## config.mk

```make
export PLATFORM = sky130hd
export DESIGN_NAME = debounced_multi_tap_counter_top
export DESIGN_NICKNAME = d
export VERILOG_FILES = /design/src/design/dmtc_pkg.sv /design/src/design/debounced_multi_tap_counter_top.sv
export SDC_FILE = /design/constraint.sdc
export NUM_CORES = 1
export LEC_CHECK = 0
export BUFFER_PORTS_ARGS = -buffer_cell sky130_fd_sc_hd__buf_4
export CORE_UTILIZATION = 67
export CTS_BUF_LIST = sky130_fd_sc_hd__clkbuf_2 sky130_fd_sc_hd__clkbuf_4 sky130_fd_sc_hd__clkbuf_8
export CTS_CLUSTER_SIZE = 14
export DETAILED_ROUTE_END_ITERATION = 16
export GPL_ROUTABILITY_DRIVEN = 0
export GPL_TIMING_DRIVEN = 1
export PLACE_DENSITY = 0.88
export SLEW_MARGIN = 15
export SYNTH_ARGS = -nofsm -noshare
export SYNTH_HDL_FRONTEND = slang
export SYNTH_SLANG_ARGS = --single-unit
```

## constraint.sdc

```tcl
create_clock -name clk -period 5.41 [get_ports clk]
set_input_delay 1.082 -clock clk [delete_from_list [all_inputs] [get_ports clk]]
set_output_delay 1.082 -clock clk [all_outputs]
set_load 0.01 [all_outputs]
```

## src/design/dmtc_pkg.sv

```systemverilog
package dmtc_pkg;

  localparam int unsigned COUNT_BITS_DEFAULT = 8;

  localparam int unsigned CONFIRM_W = 4;
  localparam int unsigned RELEASE_W = 10;
  localparam int unsigned GAP_W     = 12;
  localparam int unsigned SHOWN_W   = 8;
  localparam int unsigned CFG_IDX_W = 2;
  localparam int unsigned CFG_DATA_W = 12;

  localparam logic [CONFIRM_W-1:0] CONFIRM_RESET = CONFIRM_W'(2);
  localparam logic [RELEASE_W-1:0] RELEASE_RESET = RELEASE_W'(50);
  localparam logic [GAP_W-1:0]     GAP_RESET     = GAP_W'(300);

  localparam logic [SHOWN_W-1:0] SHOWN_MAX  = {SHOWN_W{1'b1}};
  localparam logic [SHOWN_W-1:0] DOUBLE_TAPS = SHOWN_W'(2);

  typedef enum logic [CFG_IDX_W-1:0] {
    REG_CONFIRM = 2'd0,
    REG_RELEASE = 2'd1,
    REG_GAP     = 2'd2
  } cfg_reg_t;

  typedef enum logic [1:0] {
    PH_IDLE       = 2'd0,
    PH_WAITING    = 2'd1,
    PH_CONFIRMING = 2'd2,
    PH_HELD       = 2'd3
  } phase_t;

endpackage

```

## src/design/debounced_multi_tap_counter_top.sv

```systemverilog
// Channel | Handshake          | Payload
// in      | in_valid, in_stall | command, button_down
// out     | out_valid, out_stall | tap_count, double_tap
// cfg     | cfg_valid, cfg_ready | cfg_index, cfg_data
//
// One tick beat is accepted every clock cycle while in_stall is low; the phase, timer,
// window and tap registers update at the accepting edge, which registers a report onto out or the skid.
// A two-entry output stage (result register plus skid) lets ticks keep flowing while
// a report waits; in_stall rises only when both entries hold reports.
// Synchronous reset returns to idle with the register defaults and clears both entries.
// The configuration port is always ready.
module debounced_multi_tap_counter_top #(
  parameter int unsigned COUNT_BITS = dmtc_pkg::COUNT_BITS_DEFAULT
) (
  input  logic                                clk,
  input  logic                                rst,
  input  logic                                in_valid,
  output logic                                in_stall,
  input  logic                                command,
  input  logic                                button_down,
  output logic                                out_valid,
  input  logic                                out_stall,
  output logic [dmtc_pkg::SHOWN_W-1:0]        tap_count,
  output logic                                double_tap,
  input  logic                                cfg_valid,
  output logic                                cfg_ready,
  input  logic [dmtc_pkg::CFG_IDX_W-1:0]      cfg_index,
  input  logic [dmtc_pkg::CFG_DATA_W-1:0]     cfg_data
);

  localparam int unsigned EXT_W = COUNT_BITS + dmtc_pkg::SHOWN_W;
  localparam logic [COUNT_BITS-1:0] TAPS_MAX = {COUNT_BITS{1'b1}};

  logic [dmtc_pkg::CONFIRM_W-1:0] confirm_ticks;
  logic [dmtc_pkg::RELEASE_W-1:0] release_limit_ticks;
  logic [dmtc_pkg::GAP_W-1:0]     gap_ticks;

  dmtc_pkg::phase_t                phase, phase_next;
  logic [dmtc_pkg::RELEASE_W-1:0]  phase_timer, phase_timer_next;
  logic [dmtc_pkg::GAP_W-1:0]      window_left, window_left_next;
  logic [COUNT_BITS-1:0]           taps_so_far, taps_so_far_next;

  logic                          report;
  logic [dmtc_pkg::SHOWN_W-1:0]  report_count;
  logic                          report_double;
  logic [EXT_W-1:0]              taps_ext;

  logic                          skid_valid;
  logic [dmtc_pkg::SHOWN_W-1:0]  skid_count;
  logic                          skid_double;

  logic in_accept;
  logic out_free;
  logic [dmtc_pkg::GAP_W-1:0] window_dec;

  assign in_stall  = skid_valid;
  assign in_accept = in_valid && !in_stall;
  assign cfg_ready = 1'b1;
  assign out_free  = !out_valid || !out_stall;

  always_ff @(posedge clk) begin
    if (rst) begin
      confirm_ticks       <= dmtc_pkg::CONFIRM_RESET;
      release_limit_ticks <= dmtc_pkg::RELEASE_RESET;
      gap_ticks           <= dmtc_pkg::GAP_RESET;
    end else if (cfg_valid && cfg_ready) begin
      case (dmtc_pkg::cfg_reg_t'(cfg_index))
        dmtc_pkg::REG_CONFIRM: confirm_ticks <= cfg_data[dmtc_pkg::CONFIRM_W-1:0];
        dmtc_pkg::REG_RELEASE: release_limit_ticks <= cfg_data[dmtc_pkg::RELEASE_W-1:0];
        dmtc_pkg::REG_GAP:     gap_ticks <= cfg_data[dmtc_pkg::GAP_W-1:0];
        default: ;
      endcase
    end
  end

  assign window_dec = (window_left != '0) ? window_left - 1'b1 : window_left;

  // Next phase.
  always_comb begin
    phase_next = phase;
    if (command) begin
      phase_next = dmtc_pkg::PH_WAITING;
    end else begin
      case (phase)
        dmtc_pkg::PH_WAITING: begin
          if (window_left == '0) begin
            phase_next = dmtc_pkg::PH_IDLE;
          end else if (button_down) begin
            phase_next = dmtc_pkg::PH_CONFIRMING;
          end
        end
        dmtc_pkg::PH_CONFIRMING: begin
          if (phase_timer <= 1) begin
            phase_next = button_down ? dmtc_pkg::PH_HELD : dmtc_pkg::PH_WAITING;
          end
        end
        dmtc_pkg::PH_HELD: begin
          if (!button_down || phase_timer <= 1) begin
            phase_next = dmtc_pkg::PH_WAITING;
          end
        end
        default: phase_next = phase;
      endcase
    end
  end

  // Timers, tap count and report.
  always_comb begin
    phase_timer_next = phase_timer;
    window_left_next = window_left;
    taps_so_far_next = taps_so_far;
    report           = 1'b0;
    if (command) begin
      phase_timer_next = '0;
      window_left_next = gap_ticks;
      taps_so_far_next = '0;
    end else begin
      case (phase)
        dmtc_pkg::PH_WAITING: begin
          if (window_left == '0) begin
            report           = 1'b1;
            phase_timer_next = '0;
          end else begin
            window_left_next = window_left - 1'b1;
            if (button_down) begin
              phase_timer_next = dmtc_pkg::RELEASE_W'(confirm_ticks);
            end
          end
        end
        dmtc_pkg::PH_CONFIRMING: begin
          window_left_next = window_dec;
          if (phase_timer > 1) begin
            phase_timer_next = phase_timer - 1'b1;
          end else if (button_down) begin
            phase_timer_next = release_limit_ticks;
          end else begin
            phase_timer_next = '0;
          end
        end
        dmtc_pkg::PH_HELD: begin
          window_left_next = window_dec;
          if (!button_down) begin
            if (taps_so_far != TAPS_MAX) begin
              taps_so_far_next = taps_so_far + 1'b1;
            end
            window_left_next = gap_ticks;
            phase_timer_next = '0;
          end else if (phase_timer > 1) begin
            phase_timer_next = phase_timer - 1'b1;
          end else begin
            phase_timer_next = '0;
          end
        end
        default: ;
      endcase
    end
  end

  assign taps_ext      = EXT_W'(taps_so_far);
  assign report_count  = (taps_ext > EXT_W'(dmtc_pkg::SHOWN_MAX)) ? dmtc_pkg::SHOWN_MAX
                                                                   : taps_ext[dmtc_pkg::SHOWN_W-1:0];
  assign report_double = (taps_ext == EXT_W'(dmtc_pkg::DOUBLE_TAPS));

  always_ff @(posedge clk) begin
    if (rst) begin
      phase       <= dmtc_pkg::PH_IDLE;
      phase_timer <= '0;
      window_left <= '0;
      taps_so_far <= '0;
    end else if (in_accept) begin
      phase       <= phase_next;
      phase_timer <= phase_timer_next;
      window_left <= window_left_next;
      taps_so_far <= taps_so_far_next;
    end
  end

  always_ff @(posedge clk) begin
    if (rst) begin
      out_valid  <= 1'b0;
      skid_valid <= 1'b0;
    end else begin
      if (out_free) begin
        if (skid_valid) begin
          out_valid  <= 1'b1;
          tap_count  <= skid_count;
          double_tap <= skid_double;
          skid_valid <= 1'b0;
        end else if (in_accept && report) begin
          out_valid  <= 1'b1;
          tap_count  <= report_count;
          double_tap <= report_double;
        end else begin
          out_valid <= 1'b0;
        end
      end else if (in_accept && report) begin
        skid_valid  <= 1'b1;
        skid_count  <= report_count;
        skid_double <= report_double;
      end
    end
  end

endmodule

```

Word level (Yosys, flattened, before mapping)
Cells that the tools add are included.

operators by class
  $add $sub $neg = 3
  order comparisons = 3
  equality and inequality tests = 12
  muxes and demuxes = 34
  bitwise operators = 2
  reductions and logical operators = 25

operators by type and width
  operator                                                                           count
  10-bit 2-to-1 mux                                                                  7
  8-bit 2-to-1 mux                                                                   7
  12-bit 2-to-1 mux                                                                  4
  12-bit case mux with 3 select lines                                                1
  10-bit case mux with 3 select lines                                                1
  12-bit zero test                                                                   1
  2-bit 2-to-1 mux                                                                   6
  3-bit AND reduction                                                                4
  12-bit nonzero test                                                                1
  12-bit by 1-bit subtractor with 12-bit output (second input constant)              1
  10-bit by 1-bit greater-than comparator with 1-bit output (second input constant)  1
  10-bit by 1-bit <= comparator with 1-bit output (second input constant)            1
  10-bit by 1-bit subtractor with 10-bit output (second input constant)              1
  3-bit != test (second input constant)                                              3
  8-bit by 1-bit adder with 8-bit output (second input constant)                     1
  8-bit by 2-bit equality test with 1-bit output (second input constant)             1
  8-bit greater-than comparator (second input constant)                              1
  8-bit != test (second input constant)                                              1
  1-bit 2-to-1 mux                                                                   7
  2-bit equality test (second input constant)                                        3
  2-bit case mux with 3 select lines                                                 1
  2-bit AND reduction                                                                3
  2-bit nonzero test                                                                 3
  5-bit AND reduction                                                                1
  11 further kinds                                                                   18

word-level totals
  flip-flop bits (word level) = 78
  input bits = 21
  output and inout port bits = 12
  logic and storage cells = 92

Logic depth before layout (Yosys ltp)
  word-level depth = 7
  mapped depth = 9
  depth with buffers taken out = 7

Worst setup path after synthesis
OpenSTA, ideal clock, no wires.

  kind = in2reg
  from = in command
  to = reg skid_count[0] in the netlist's numbering, enable pin
  library setup time = 399 ps
  data arrival time = 2645 ps
  required time = 5011 ps
  path slack = 2366 ps
  stages on the path = 4
  buffers on the path = 1
  cells stage by stage = clkbuf_1 -> nor2_1 -> nand3_1 -> nor4_1

on the way
  word-level cells in the longest chain between the ends = 3

RTL lines
  what                                  RTL line                                text
  from (decl)                           debounced_multi_tap_counter_top.sv:19   input logic command,
  1-bit 2-to-1 mux                      debounced_multi_tap_counter_top.sv:113  if (command) begin
  1-bit logical AND                     debounced_multi_tap_counter_top.sv:196  end else if (in_accept && report) begin
  3-bit AND reduction (no source line)  n/a
  to (signal assigned)                  debounced_multi_tap_counter_top.sv:198  skid_count <= report_count;
  to (decl)                             debounced_multi_tap_counter_top.sv:49   logic [dmtc_pkg::SHOWN_W-1:0] skid_count;

Every way passes these cells.
A chain may end at the register's enable or synchronous reset.

Final worst setup path
  from = in command
  to = reg phase_timer[9] in the netlist's numbering

on the way
  word-level cells in the longest chain between the ends = 2
  elaborated cells on any way between the ends = 4
  those cells by class = eq/ne (1); mux (1); reduce/logical (2)

RTL lines
  what                                                                  RTL line                                text
  4-bit != test (no source line) or 4-bit nonzero test (tied branches)  n/a
  3-bit AND reduction (no source line)                                  n/a
  to (signal assigned)                                                  debounced_multi_tap_counter_top.sv:172  phase_timer <= phase_timer_next;
  to (decl)                                                             debounced_multi_tap_counter_top.sv:39   logic [dmtc_pkg::RELEASE_W-1:0] phase_timer, phase_timer_next;

Several ways; a longest one is shown, not always the timed one.

==> results.cfg <==
[logic_synthesis]
ys.flop_type = dfxtp_1
muxShareOfSynthArea_pct = 3.26
synth_fa_ha_area_share_pct = 1.88
synth_cells = 442
ys_warn_count = 0
synth_fp_nets = 469
synth_edf_count = 18
synth-xor-area-share_pct = 2.41
synth-seq-cells = 78
synth-compound-area-share_pct = 19.4
synth_top_family_by_area = simple AND/OR/NAND/NOR gates
avgSynthCellArea_um2 = 9.04
synthArstFlopShare_pct = 0
synthTopCellsByArea = dfxtp_1 (30%), edfxtp_1 (14%), nand2_1 (5.8%)
synth_top_area_share_pct = 30.1
synth.yosys.seq_area_share_pct = 43.6
ys_types = 70
synth_area_um2 = 3990
synth_largest_area_cell = dfxtp_1
yosys.area_share.simple_pct = 25.2

[hold_path]
hp-class = flip-flop to flip-flop

[routing]
wl_met3_um = 760
vias_per_cell = 6.75
routedWlPerCell_um = 18.4
vias = 3617
top_layer_used = met4
wirelength_mm = 9.85
postRouteAntennaNets = 0
wl_met1_mm = 4.00
drtIter0Drc = 504
dr.pass1.iters = 5
drc_errors = 0
wl_met2_mm = 4.81

[pwr]
power_density_nw_per_um2 = 328
peakVddDrop_uv = 228
power.leakage_nw = 1.62

[critical_path]
setup.worst_path.start_class = input pin
cp_data_required_time_ns = 5.64
crit_type = input pin to flip-flop
critPathBufInv = 1
max_stage_delay_ns = 0.71
slowest_stage = o21ai_1
ff2ff_setup_slack_ns = 2.85
cp_max_fo = 26
end_kind = flip-flop
crit_chain = buf_4 -> nor2_1 -> nand2_1 -> o21ai_1 -> a211oi_1 -> a2111oi_1
crit_family = compound AO/OA/AOI/OAI gates
cp.arrival_ns = 3.04

[cts]
postCtsSetupRepairBufs = 0
cts_tree = done
cts_htree_levels = 3
clkSlewWorstSetupHoldPaths_ns = 0.08
clock_latency_ns = 0.36
cts_hold_buf = 0
cts-root-buf = clkbuf_8
cts_sinks = 78
clockBufferDepth = 2
post_cts_resize_count = 0
cts_buffers = 9

[sta]
setup_viol = 0
setup_tns_ns = 0
finalCritPeriodShare_pct = 52.0
min_period_ns = 2.81
finalHoldViolations = 0
fmaxAchievable_ghz = 0.356
worst_slack_ns = 2.60
worst_slew_pin_slew_ns = 0.871
fin_skew_ns = 0.00373
drv_slew = 0
slew-limit-headroom_pct = 41.5
grt_setup_unrepaired = no
whs_ns = 0.459

[run_status]
status = finished, final reports clean

[place]
placed_area_um2 = 4200
place_ws_ns = 2.14
numPortBuffers = 31
dpl.hpwl_mm = 6.67

[global_routing]
grt_first_pass_wirelength_mm = 16.2
grt-ovfl-total = 0
grt_start_max_net_pins = 43
first_global_vias = 3409
grt_usage_pct = 33.8
antenna_found_initial = 0

[flow_run]
cap_violations = 0

[floorplanning]
io_pins = 33
fp.dieH_um = 79.2
row_count = 27
dieArea_um2 = 6270
initial_core_util_pct = 70.8
core_um2 = 5640
die_x_um = 79.2

[final_layout]
finalInstanceArea_um2 = 4450
layout_common_cells = nand2_1 (62), dfxtp_1 (60), buf_4 (32)
multiInputGateArea_um2 = 2090
n_fill_cell = 380
final_layout_size_suffix_gt1_share_pct = 15.9
final_common_cell = nand2_1
regArea_um2 = 1740
syn_to_final_growth_pct = 11.3
n_antenna_cell = 0
fin_nets = 486
==> worst paths after layout <==
path | start | to | cells past startpoint
setup / recovery | command | phase_timer[9]$_SDFFE_PP0P_ | 6
hold / removal | gap_ticks[9]$_SDFFE_PP0P_ | gap_ticks[9]$_SDFFE_PP0P_ | 2
setup reg to reg | phase[1]$_SDFFE_PP0P_ | window_left[6]$_SDFFE_PP0P_ | 4
hold reg to reg | gap_ticks[9]$_SDFFE_PP0P_ | gap_ticks[9]$_SDFFE_PP0P_ | 2
==> worst reg2reg max path, stage by stage, from the launching register on <==
cell	delay, ns
dfxtp_1	0.75
and3b_1	0.43
or2_1	0.56
a221oi_1	0.19
a2111oi_0	0.50
==> metrics by stage <==
step | power (mW) | utilization (%) | cells
3_3_place_gp | 0.917 | 74.4 | 520
4_1_cts | 1.45 | 78.7 | 536
3_5_place_dp | 0.925 | 74.4 | 520
2_1_floorplan | 0.866 | - | 442
6_report | 1.46 | 78.8 | 536
5_1_grt | 1.51 | 78.8 | 536
==> cell usage after synthesis (7+ instances only) <==
cell type / count
dfxtp_1: 60
o21ai_1: 9
nor2_1: 30
nand2_1: 62
edfxtp_1: 18
nand3_1: 19
mux2_2: 8
inv_1: 10
a221oi_1: 8
nor4_1: 7
o21ai_0: 17
nor3_1: 12
a21oi_1: 28
clkbuf_1: 15
==> where the power goes <==
part	internal [mW]	switching (mW)	total (mW)
combinational	0.104	0.167	0.271
sequential	0.617	0.0345	0.652
clock	0.317	0.217	0.535
total	1.04	0.419	1.46
==> per-layer routing <==
layer  global-route usage [%]  vias up
li1                         -     1666
met1                     43.0     1711
met2                     55.3      209
met3                     5.40       31
met4                     17.5        0
met5                        0        -
==> layout make-up <==
| cell class | instances | area share (%) |
|---|---|---|
| Inverter | 10 | 0.844 |
| Tap cell | 72 | 2.03 |
| Sequential cell | 78 | 39.2 |
| Clock inverter | 6 | 2.45 |
| Clock buffer | 10 | 3.10 |
| Multi-Input combinational cell | 328 | 47.0 |
| Timing Repair Buffer | 32 | 5.40 |
==> registers in the layout, summed over array words and instances (netlist names) <==
signal               cells
skid_double              1
double_tap               1
phase_timer             10
gap_ticks               12
in_stall                 1
skid_count               8
confirm_ticks            4
release_limit_ticks     10
out_valid                1
taps_so_far              8
phase                    2
tap_count                8
window_left             12
==> kinds of logic after synthesis <==
| kind of cell | after synthesis |
|---|---|
| muxes | 12 |
| other | 1 |
| AOI/OAI and AO/OA | 112 |
| buffers and inverters | 36 |
| DFF | 78 |
| adders and majority gates | 6 |
| xor gates and xnor gates | 11 |
| and+or+nand+nor | 186 |
Note: power is estimated with default switching activity, not from simulation.
